$ cat src/hdl/sfdc_pkg.sv
// Shared types, constants and the CRC-32 byte step of the serial frame deframer.
package sfdc_pkg;

  // Sync sequence that opens every frame.
  localparam logic [7:0] SyncA = 8'hEF;
  localparam logic [7:0] SyncB = 8'hBE;
  localparam logic [7:0] SyncC = 8'hED;

  // Header bytes after the sync sequence: slot, length, checksum, timestamp.
  localparam int unsigned HeaderBytes = 13;
  localparam logic [5:0]  SlotMask    = 6'h3F;

  // Reflected CRC-32.
  localparam logic [31:0] CrcPoly = 32'hEDB88320;
  localparam logic [31:0] CrcInit = 32'hFFFFFFFF;

  // Reset value of the length limit register.
  localparam logic [15:0] LimitReset = 16'd1008;

  // Default depth of the queue between the parser and the result stage.
  localparam int unsigned QueueDepthDefault = 2;

  // Frame status codes.
  localparam logic [1:0] StatusOk       = 2'd0;
  localparam logic [1:0] StatusMismatch = 2'd1;
  localparam logic [1:0] StatusTooLong  = 2'd2;

  // What the parser asks the result stage to do.
  typedef enum logic [1:0] {
    CMD_BYTE,
    CMD_BYTE_LAST,
    CMD_EMPTY,
    CMD_TOO_LONG
  } cmd_kind_e;

  typedef struct packed {
    cmd_kind_e   kind;
    logic [7:0]  data;
    logic [5:0]  slot;
    logic [15:0] check;
  } cmd_t;

  typedef struct packed {
    logic push;
    cmd_t cmd;
  } queue_wr_t;

  typedef struct packed {
    logic        has_byte;
    logic [7:0]  payload_byte;
    logic [5:0]  slot_id;
    logic        frame_last;
    logic [1:0]  frame_status;
  } result_t;

  // One byte of the reflected CRC-32, bit by bit.
  function automatic logic [31:0] crc_byte(input logic [31:0] crc, input logic [7:0] b);
    logic [31:0] c;
    c = crc ^ {24'd0, b};
    for (int k = 0; k < 8; k++) begin
      if (c[0]) begin
        c = (c >> 1) ^ CrcPoly;
      end else begin
        c = c >> 1;
      end
    end
    return c;
  endfunction

endpackage

$ cat src/hdl/sfdc_front.sv
// Byte parser: sync hunt, header capture and payload counting, issuing commands.
module sfdc_front
  import sfdc_pkg::*;
(
  input  logic        clk_i,
  input  logic        rst_ni,
  input  logic        byte_valid_i,
  output logic        byte_ready_o,
  input  logic [7:0]  rx_byte_i,
  input  logic [15:0] length_limit_i,
  input  logic        queue_full_i,
  output queue_wr_t   queue_wr_o
);

  typedef enum logic [2:0] {
    PH_HUNT,
    PH_GOT_A,
    PH_GOT_B,
    PH_HEADER,
    PH_PAYLOAD
  } phase_e;

  localparam logic [3:0] HdrSlot    = 4'd0;
  localparam logic [3:0] HdrLenLo   = 4'd1;
  localparam logic [3:0] HdrLenHi   = 4'd2;
  localparam logic [3:0] HdrCheckLo = 4'd3;
  localparam logic [3:0] HdrCheckHi = 4'd4;
  localparam logic [3:0] HdrLast    = 4'(HeaderBytes - 1);

  phase_e      phase_q, phase_d;
  logic [3:0]  count_q, count_d;
  logic [5:0]  slot_q, slot_d;
  logic [15:0] length_q, length_d;
  logic [15:0] check_q, check_d;
  logic [15:0] left_q, left_d;
  logic        accept;

  assign byte_ready_o = !queue_full_i;
  assign accept       = byte_valid_i && byte_ready_o;

  always_comb begin
    phase_d  = phase_q;
    count_d  = count_q;
    slot_d   = slot_q;
    length_d = length_q;
    check_d  = check_q;
    left_d   = left_q;
    queue_wr_o.push       = 1'b0;
    queue_wr_o.cmd.kind   = CMD_BYTE;
    queue_wr_o.cmd.data   = 8'd0;
    queue_wr_o.cmd.slot   = slot_q;
    queue_wr_o.cmd.check  = check_q;
    if (accept) begin
      unique case (phase_q)
        PH_GOT_A: begin
          if (rx_byte_i == SyncB) begin
            phase_d = PH_GOT_B;
          end else if (rx_byte_i == SyncA) begin
            phase_d = PH_GOT_A;
          end else begin
            phase_d = PH_HUNT;
          end
        end
        PH_GOT_B: begin
          if (rx_byte_i == SyncC) begin
            phase_d = PH_HEADER;
            count_d = 4'd0;
          end else if (rx_byte_i == SyncA) begin
            phase_d = PH_GOT_A;
          end else begin
            phase_d = PH_HUNT;
          end
        end
        PH_HEADER: begin
          unique case (count_q)
            HdrSlot:    slot_d          = rx_byte_i[5:0] & SlotMask;
            HdrLenLo:   length_d[7:0]   = rx_byte_i;
            HdrLenHi:   length_d[15:8]  = rx_byte_i;
            HdrCheckLo: check_d[7:0]    = rx_byte_i;
            HdrCheckHi: check_d[15:8]   = rx_byte_i;
            default: ;
          endcase
          count_d = count_q + 4'd1;
          if (count_q == HdrLast) begin
            // Length and checksum were captured on earlier beats.
            count_d = 4'd0;
            if (length_q >= length_limit_i) begin
              phase_d             = PH_HUNT;
              queue_wr_o.push     = 1'b1;
              queue_wr_o.cmd.kind = CMD_TOO_LONG;
            end else if (length_q == 16'd0) begin
              phase_d             = PH_HUNT;
              queue_wr_o.push     = 1'b1;
              queue_wr_o.cmd.kind = CMD_EMPTY;
            end else begin
              phase_d = PH_PAYLOAD;
              left_d  = length_q;
            end
          end
        end
        PH_PAYLOAD: begin
          left_d              = left_q - 16'd1;
          queue_wr_o.push     = 1'b1;
          queue_wr_o.cmd.data = rx_byte_i;
          if (left_q == 16'd1) begin
            phase_d             = PH_HUNT;
            queue_wr_o.cmd.kind = CMD_BYTE_LAST;
          end
        end
        default: begin
          phase_d = (rx_byte_i == SyncA) ? PH_GOT_A : PH_HUNT;
        end
      endcase
    end
  end

  always_ff @(posedge clk_i or negedge rst_ni) begin
    if (!rst_ni) begin
      phase_q  <= PH_HUNT;
      count_q  <= 4'd0;
      slot_q   <= 6'd0;
      length_q <= 16'd0;
      check_q  <= 16'd0;
      left_q   <= 16'd0;
    end else begin
      phase_q  <= phase_d;
      count_q  <= count_d;
      slot_q   <= slot_d;
      length_q <= length_d;
      check_q  <= check_d;
      left_q   <= left_d;
    end
  end

endmodule

$ cat src/hdl/sfdc_queue.sv
// Small first-in first-out command queue between the parser and the result stage.
module sfdc_queue
  import sfdc_pkg::*;
#(
  parameter int unsigned Depth = QueueDepthDefault
) (
  input  logic      clk_i,
  input  logic      rst_ni,
  input  queue_wr_t wr_i,
  output logic      full_o,
  output logic      valid_o,
  output cmd_t      cmd_o,
  input  logic      pop_i
);

  localparam int unsigned AddrW  = (Depth > 1) ? $clog2(Depth) : 1;
  localparam int unsigned CountW = $clog2(Depth + 1);
  localparam logic [AddrW-1:0]  LastAddr  = AddrW'(Depth - 1);
  localparam logic [CountW-1:0] FullCount = CountW'(Depth);

  cmd_t              mem_q [Depth];
  logic [AddrW-1:0]  wptr_q, rptr_q;
  logic [CountW-1:0] count_q;
  logic              push;
  logic              pop;

  assign full_o  = (count_q == FullCount);
  assign valid_o = (count_q != '0);
  assign cmd_o   = mem_q[rptr_q];
  assign push    = wr_i.push && !full_o;
  assign pop     = pop_i && valid_o;

  always_ff @(posedge clk_i) begin
    if (push) begin
      mem_q[wptr_q] <= wr_i.cmd;
    end
  end

  // Pointers wrap at the last entry so any depth works.
  always_ff @(posedge clk_i or negedge rst_ni) begin
    if (!rst_ni) begin
      wptr_q  <= '0;
      rptr_q  <= '0;
      count_q <= '0;
    end else begin
      if (push) begin
        wptr_q <= (wptr_q == LastAddr) ? '0 : wptr_q + 1'b1;
      end
      if (pop) begin
        rptr_q <= (rptr_q == LastAddr) ? '0 : rptr_q + 1'b1;
      end
      if (push && !pop) begin
        count_q <= count_q + 1'b1;
      end else if (pop && !push) begin
        count_q <= count_q - 1'b1;
      end
    end
  end

endmodule

$ cat src/hdl/sfdc_back.sv
// Result stage: runs the payload CRC and drives the registered result beat.
module sfdc_back
  import sfdc_pkg::*;
(
  input  logic    clk_i,
  input  logic    rst_ni,
  input  logic    cmd_valid_i,
  input  cmd_t    cmd_i,
  output logic    cmd_pop_o,
  output logic    res_valid_o,
  input  logic    res_ready_i,
  output result_t res_o
);

  logic [31:0] crc_q, crc_d, crc_next;
  logic        valid_q;
  result_t     res_q, res_d;
  logic [15:0] crc_low;

  assign cmd_pop_o   = cmd_valid_i && (!valid_q || res_ready_i);
  assign crc_next    = crc_byte(crc_q, cmd_i.data);
  assign crc_low     = ~crc_next[15:0];
  assign res_valid_o = valid_q;
  assign res_o       = res_q;

  always_comb begin
    crc_d              = crc_q;
    res_d.has_byte     = 1'b0;
    res_d.payload_byte = 8'd0;
    res_d.slot_id      = cmd_i.slot;
    res_d.frame_last   = 1'b1;
    res_d.frame_status = StatusOk;
    unique case (cmd_i.kind)
      CMD_BYTE: begin
        crc_d              = crc_next;
        res_d.has_byte     = 1'b1;
        res_d.payload_byte = cmd_i.data;
        res_d.frame_last   = 1'b0;
      end
      CMD_BYTE_LAST: begin
        crc_d              = CrcInit;
        res_d.has_byte     = 1'b1;
        res_d.payload_byte = cmd_i.data;
        res_d.frame_status = (crc_low == cmd_i.check) ? StatusOk : StatusMismatch;
      end
      CMD_EMPTY: begin
        // The CRC of no bytes is zero after the final inversion.
        crc_d              = CrcInit;
        res_d.frame_status = (cmd_i.check == 16'd0) ? StatusOk : StatusMismatch;
      end
      CMD_TOO_LONG: begin
        crc_d              = CrcInit;
        res_d.frame_status = StatusTooLong;
      end
      default: ;
    endcase
  end

  always_ff @(posedge clk_i) begin
    if (cmd_pop_o) begin
      res_q <= res_d;
    end
  end

  always_ff @(posedge clk_i or negedge rst_ni) begin
    if (!rst_ni) begin
      crc_q   <= CrcInit;
      valid_q <= 1'b0;
    end else begin
      if (cmd_pop_o) begin
        crc_q   <= crc_d;
        valid_q <= 1'b1;
      end else if (res_ready_i) begin
        valid_q <= 1'b0;
      end
    end
  end

endmodule

$ cat src/hdl/serial_frame_deframer_crc_check.sv
// Top level of the serial frame deframer with CRC-32 payload check.
//
//   Channel     Direction  Beat content
//   s_axis      in         tdata[7:0] rx_byte
//   m_axis      out        tdata[7:0] payload_byte, tdata[13:8] slot_id,
//                          tlast frame_last, tuser[0] has_byte, tuser[2:1] frame_status
//   cfg         in         cfg_data_i length_limit
//
// One byte is taken per cycle while s_axis_tready is high. A result beat reaches
// m_axis through the command queue and the output register: the parser writes the
// queue on taking the byte; the CRC stage loads that register when it is empty or read.
// The asynchronous reset puts the parser in sync hunt, empties the queue, sets the
// CRC to all ones and the length limit to 1008.
// When m_axis stalls, the command queue fills; s_axis_tready falls only once the
// queue holds QueueDepth commands, so the input keeps going while a result waits.
module serial_frame_deframer_crc_check
  import sfdc_pkg::*;
#(
  parameter int unsigned QueueDepth = QueueDepthDefault
) (
  input  logic        clk_i,
  input  logic        rst_ni,
  // Input byte stream.
  input  logic        s_axis_tvalid,
  output logic        s_axis_tready,
  input  logic [7:0]  s_axis_tdata,   // [7:0] rx_byte
  // Result stream.
  output logic        m_axis_tvalid,
  input  logic        m_axis_tready,
  output logic [15:0] m_axis_tdata,   // [7:0] payload_byte, [13:8] slot_id, [15:14] zero
  output logic        m_axis_tlast,   // frame_last
  output logic [2:0]  m_axis_tuser,   // [0] has_byte, [2:1] frame_status
  // Length limit register write.
  input  logic        cfg_valid_i,
  output logic        cfg_ready_o,
  input  logic [15:0] cfg_data_i
);

  logic [15:0] limit_q;
  queue_wr_t   queue_wr;
  logic        queue_full;
  logic        cmd_valid;
  cmd_t        cmd;
  logic        cmd_pop;
  result_t     res;

  // The register is always writable; software is to write it only while idle, and the block does not enforce this.
  assign cfg_ready_o = 1'b1;

  always_ff @(posedge clk_i or negedge rst_ni) begin
    if (!rst_ni) begin
      limit_q <= LimitReset;
    end else if (cfg_valid_i && cfg_ready_o) begin
      limit_q <= cfg_data_i;
    end
  end

  sfdc_front u_front (
    .clk_i          (clk_i),
    .rst_ni         (rst_ni),
    .byte_valid_i   (s_axis_tvalid),
    .byte_ready_o   (s_axis_tready),
    .rx_byte_i      (s_axis_tdata),
    .length_limit_i (limit_q),
    .queue_full_i   (queue_full),
    .queue_wr_o     (queue_wr)
  );

  sfdc_queue #(
    .Depth (QueueDepth)
  ) u_queue (
    .clk_i   (clk_i),
    .rst_ni  (rst_ni),
    .wr_i    (queue_wr),
    .full_o  (queue_full),
    .valid_o (cmd_valid),
    .cmd_o   (cmd),
    .pop_i   (cmd_pop)
  );

  sfdc_back u_back (
    .clk_i       (clk_i),
    .rst_ni      (rst_ni),
    .cmd_valid_i (cmd_valid),
    .cmd_i       (cmd),
    .cmd_pop_o   (cmd_pop),
    .res_valid_o (m_axis_tvalid),
    .res_ready_i (m_axis_tready),
    .res_o       (res)
  );

  assign m_axis_tdata = {2'b00, res.slot_id, res.payload_byte};
  assign m_axis_tlast = res.frame_last;
  assign m_axis_tuser = {res.frame_status, res.has_byte};

endmodule

$ cat config.mk
export PLATFORM = sky130hd
export DESIGN_NAME = serial_frame_deframer_crc_check
export DESIGN_NICKNAME = d
export VERILOG_FILES = /design/src/hdl/sfdc_pkg.sv /design/src/hdl/sfdc_front.sv /design/src/hdl/sfdc_queue.sv /design/src/hdl/sfdc_back.sv /design/src/hdl/serial_frame_deframer_crc_check.sv
export SDC_FILE = /design/constraint.sdc
export NUM_CORES = 1
export LEC_CHECK = 0
export ABC_AREA = 1
export BUFFER_PORTS_ARGS = -buffer_cell sky130_fd_sc_hd__buf_2
export CORE_MARGIN = 4
export CORE_UTILIZATION = 54
export CTS_CLUSTER_SIZE = 8
export DETAILED_ROUTE_END_ITERATION = 7
export PLACE_DENSITY = 0.71
export SETUP_SLACK_MARGIN = 0.05
export SYNTH_ARGS = -nofsm -noshare
export SYNTH_HDL_FRONTEND = slang
export SYNTH_SLANG_ARGS = --single-unit
$ cat constraint.sdc
create_clock -name clk_i -period 4.07 [get_ports clk_i]
set_input_delay 1.221 -clock clk_i [delete_from_list [all_inputs] [get_ports clk_i]]
set_output_delay 1.221 -clock clk_i [all_outputs]
set_load 0.03 [all_outputs]
== Word level (Yosys, flattened, before mapping) ==
Memory sizes are Yosys's and may differ from the RTL's.
Index checks and enable logic that the tools add are counted.

* Register bits: 132
* Memories: 1
* Bits in writable memories: 64
* Bits of input ports: 29

* Magnitude comparators: 1
* Equality and inequality tests: 23
* Mux-type cells: 44
* Reduce and logical (&&, ||, !) cells: 30
* Bitwise operators: 10
* Add/sub/neg operators: 6

{| class="wikitable"
|+ Memories
! name !! words !! bits a word !! read ports !! clocked after Yosys merged registers in !! wr ports !! line !! text
|-
| u_queue.mem_q || 2 || 32 || 1 || 0 || 1 || sfdc_queue.sv:21 || <nowiki>cmd_t mem_q [Depth];</nowiki>
|}

{| class="wikitable"
|+ Operator list
! kind !! count
|-
| two-way mux 32 bit || 8
|-
| NOT 13 -> 14 bit || 8
|-
| one-hot mux 32 bit (2 select lines) || 1
|-
| two-way mux 16 bit || 3
|-
| zero test 16 bit || 2
|-
| one-hot mux 16 bit (2 select lines) || 1
|-
| XOR 32 x 8 -> 32 bit || 1
|-
| two-way mux 3 bit || 9
|-
| == test 8 bit (second input constant) || 3
|-
| AND reduction 3 bit || 7
|-
| == test 16 x 1 -> 1 bit (second input constant) || 1
|-
| == test 16 bit || 1
|-
| greater-or-equal comparator 16 bit || 1
|-
| NOT 16 bit || 1
|-
| subtractor 16 x 1 -> 16 bit (second input constant) || 1
|-
| one-hot mux 3 bit (4 select lines) || 1
|-
| two-way mux 1 bit || 11
|-
| two-way mux 11 bit || 1
|-
| nonzero test 2 bit || 5
|-
| two-way mux 9 bit || 1
|-
| == test 4 x 2 -> 1 bit (second input constant) || 2
|-
| two-way mux 4 bit || 2
|-
| two-way mux 8 bit || 1
|-
| one-hot mux 4 bit (2 select lines) || 1
|-
| 25 further kinds || 41
|}

== Logic depth before layout (Yosys ltp) ==
An unclocked memory read counts as a cell.

* Depth in word-level cells: 22
* Mapped depth: 19

== By module ==
From an unflattened synthesis, not the netlist that was laid out.

* Cells, all modules: 1238
* Area total of the unflattened synthesis: 10801.6 um^2

{| class="wikitable"
|+ By module, submodules not included
! module !! times used !! cells an instance !! area an instance (um^2) !! sequential area each (um^2)
|-
| sfdc_front || 1 || 498 || 3707.3 || 1526.5
|-
| sfdc_back || 1 || 468 || 3485.8 || 1406.3
|-
| sfdc_queue || 1 || 199 || 2926.6 || 2021.9
|-
| serial_frame_deframer_crc_check || 1 || 73 || 681.9 || 407.9
|}

== Least setup slack after synthesis ==
Ideal clock, no wire load.

* Path type: input to register
* From: in s_axis_tvalid
* To: mem u_queue.mem_q[1][0] in the netlist's numbering (enable)
* Path slack: 0.398 ns
* Stages on the path: 8
* Required time: 3.649 ns
* Arrival time: 3.251 ns
* Cells stage by stage: nand2_1 -> inv_1 -> nand3_1 -> nor2_1 -> nand2_1 -> nand2_1 -> inv_1 -> nor2_1

* Cells in the longest elaborated chain, start to end: 5

{| class="wikitable"
|+ Ends and longest elaborated chain
! item !! line !! text
|-
| start, declared || serial_frame_deframer_crc_check.sv:24 || <nowiki>input logic s_axis_tvalid,</nowiki>
|-
| logical AND 1 bit || sfdc_front.sv:39 || <nowiki>assign accept = byte_valid_i && byte_ready_o;</nowiki>
|-
| two-way mux 11 bit || sfdc_front.sv:53 || <nowiki>if (accept) begin</nowiki>
|-
| logical AND 1 bit || sfdc_queue.sv:30 || <nowiki>assign push = wr_i.push && !full_o;</nowiki>
|-
| net u_queue.push || sfdc_queue.sv:24 || <nowiki>logic push;</nowiki>
|-
| two-way mux 1 bit || sfdc_queue.sv:34 || <nowiki>if (push) begin</nowiki>
|-
| two-way mux 1 bit (not written as such) || sfdc_queue.sv:35 || <nowiki>mem_q[wptr_q] <= wr_i.cmd;</nowiki>
|-
| end, declared || sfdc_queue.sv:21 ||
|}

The timed path passes the listed nets, and every way through them passes these cells.

==> flow_summary.json <==
{
  "die_y_um": 145,
  "status": "completed",
  "slew_violations": 0,
  "start_util_pct": 55.5,
  "hold_violations": 0,
  "max_cap_violations": 0,
  "ctsResizeCount": 0,
  "tns_ns": 0,
  "finalNetCount": 1210,
  "critPathArrivalTime_ns": 3.16,
  "clk-insertion-delay-late_ns": 0.44,
  "antenna_found_initial": 0,
  "worstPathRequired_ns": 4.25,
  "grt_pass1_vias": 7175,
  "reg2regPathDepth": 17,
  "dp_hpwl_um": 16100,
  "p_leak_nw": 5.15,
  "grt_pass1_wl_um": 37600,
  "critPathMostFrequentCell": "nand2_1",
  "yosysSeqAreaShare_pct": 53.0,
  "fin_crit_ns": 2.97,
  "cts_buffer_depth": 2,
  "max_slew_margin_pct": 36.1,
  "place_inst": 1368,
  "grt_usage_pct": 23.2,
  "ys_ff_latch": 196,
  "io_pins": 52,
  "first_iter_violations": 595,
  "critical-path-slowest-cell": "dfrtp_1",
  "diodes": 0,
  "die-area_um2": 21000,
  "worstMarginPinSlew_ns": 0.958,
  "htree_levels": 4,
  "synth_ff_type": "edfxtp_1",
  "post-route-period-util_pct": 73.1,
  "timing.rr.start": "u_queue.rptr_q",
  "core_area_um2": 18200,
  "routed_wl_um": 22900,
  "critPathMaxStageDelay_ns": 0.97,
  "reg2reg_to": "u_back.res_o[0]",
  "start_kind": "flop",
  "netlist_top_cells_area": "edfxtp_1 (24%), dfrtp_1 (19%), nand2_1 (11%), dfstp_2 (9.9%), o21ai_0 (5.2%)",
  "seqCellArea_um2": 5360,
  "max_freq_ghz": 0.336,
  "vias_per_cell": 5.40,
  "grt.overflow.total": 0,
  "async_flop_share_pct": 58.2,
  "path_class": "reg -> reg",
  "synthCells": 1108,
  "endpoint_kind": "flop",
  "dpl-instance-area_um2": 10600,
  "place.gp.congestion": 0.888,
  "vias": 7555,
  "root_buffer": "clkbuf_16",
  "fp-row-count": 49,
  "route.detailed.drc": 0,
  "avgSynthCellArea_um2": 9.13,
  "synth.distinct_cells": 57,
  "finalInstanceArea_um2": 11200,
  "grt_max_degree": 66,
  "synth_common_cells": "nand2_1 (298), inv_1 (128), o21ai_0 (105)",
  "fin_util_pct": 61.6,
  "rrSetupSlack_ns": 1.10,
  "clkSlewWorstSetupHoldPaths_ns": 0.08,
  "worst_hold_path_type": "reg -> reg",
  "rsz0062_at_grt": "no",
  "synth_edf_count": 82,
  "dieWidth_um": 145,
  "power_density_nw_per_um2": 722,
  "hold_depth": 0,
  "routedWlPerCell_um": 16.3,
  "yosysMostFrequentCell": "nand2_1",
  "worstHoldStart": "u_front.check_q[14]",
  "detail-route-antenna-nets": 0,
  "crit_fanout": 26,
  "port_buffers": 48,
  "drt-pass1-iter-count": 5,
  "cts_tree": "built",
  "holdPathEnd": "u_queue.mem_q[1][14]",
  "synth.top_cell.area_share_pct": 24.4,
  "synth_top_area_cell": "edfxtp_1",
  "drive_gt1_share_pct": 15.9,
  "synth_warnings": 0,
  "cts_setup_buffers": 0,
  "vdd_drop_max_v": 0.000367,
  "fin_cells": 1400,
  "holdBufCountCts": 0,
  "area_growth_pct": 10.9,
  "fin_total_pwr_mw": 8.10,
  "synth_area_um2": 10100,
  "cts.sinks": 196,
  "nFillCells": 1517,
  "path_cells": "inv_6, nand2_1, nand2_1, nand2_1, nand2_1, nand2_1, nand2_1, nand2_1, nand2_1, nand2_1, nand2_1, nor2_1, nand2_1, nor2_1, nand2_1, nand2_1, nand2_1",
  "numCtsBuffers": 17,
  "setup_viol": 0,
  "clock-skew-final_ns": 0.0135,
  "multi_input_area_um2": 4100
}
## where the power goes
part           total (mW)  internal [mW]  switching [mW]  leakage, nW
Clock                1.70          0.840           0.859        0.296
Combinational        3.78           1.26            2.52         2.71
Sequential           2.62           2.42           0.203         2.15
## how the worst max path moves through the flow
stage                   start                   to  cells after the start
2_1_floorplan   s_axis_tvalid  u_queue.mem_q[1][0]                      8
3_3_place_gp    m_axis_tready     u_back.crc_q[27]                      9
3_5_place_dp    s_axis_tvalid  u_queue.mem_q[1][3]                     10
4_1_cts        u_queue.rptr_q      u_back.res_o[0]                     17
5_1_grt        u_queue.rptr_q      u_back.res_o[0]                     17
6_report       u_queue.rptr_q      u_back.res_o[0]                     17
## final cells by class
cell class                 count  area share [%]
sequential                   196            47.8
multi-input combinational    749            36.6
inverter                     136            4.60
clock buffer                  18            3.83
timing repair buffer          58            2.95
tap                          229            2.56
clock inverter                14            1.64
## flip-flops by register name (all words and copies together), names as in the netlist
signal / flops
u_queue.mem_q: 64
u_back.crc_q: 32
u_back.res_o: 18
limit_q: 16
u_front.check_q: 16
u_front.left_q: 16
u_front.length_q: 16
u_front.slot_q: 6
u_front.count_q: 4
u_front.phase_q: 3
u_queue.count_q: 2
u_back.res_valid_o: 1
u_queue.rptr_q: 1
u_queue.wptr_q: 1
## worst max-delay path, delay by kind of cell, from the launching register on
kind / cells / cell delay, ns
and+or+nand+nor: 16 / 1.50
DFF: 1 / 0.97
buffers and inverters: 1 / 0.24
## kinds of logic after synthesis
logic type / after synthesis / share of synthesized area (%)
fa+ha+maj: 23 / 2.85
buf+inv: 164 / 6.56
xor+xnor: 50 / 5.32
mux: 13 / 1.30
simple gates: 495 / 22.0
other cells: 2 / 0.0743
flops: 196 / 53.0
compound gates: 165 / 8.92
## through the flow
step | hold WS (ns) | worst slack (ns)
after floorplan | 0.442 | 0.398
after global placement | 0.449 | 1.15
after detailed placement | 0.455 | 1.12
after CTS | 0.472 | 1.12
after global routing | 0.486 | 0.833
final | 0.474 | 1.10
## metal layers
| metal | track usage, % | vias to the layer above | routed length (um) |
|---|---|---|---|
| met5 | 0 | - | 0 |
| met4 | 6.48 | 0 | 346 |
| met3 | 4.17 | 32 | 1010 |
| met2 | 37.5 | 181 | 11000 |
| met1 | 32.6 | 3607 | 10500 |
| li1 | - | 3735 | - |
## layout by cell type (no fill, tap or decap), drive strengths merged, types with 15 or more instances in the layout
| cell | netlist | layout |
|---|---|---|
| a21oi | 24 | 24 |
| nand3 | 68 | 68 |
| xor2 | 38 | 38 |
| dfrtp | 76 | 76 |
| ha | 23 | 23 |
| buf | 11 | 58 |
| o21ai | 108 | 108 |
| nor2 | 58 | 58 |
| inv | 134 | 140 |
| o22ai | 15 | 15 |
| clkbuf | 17 | 18 |
| dfstp | 38 | 38 |
| nand2 | 323 | 323 |
| edfxtp | 82 | 82 |
Note: power is estimated with default switching activity, not from simulation.
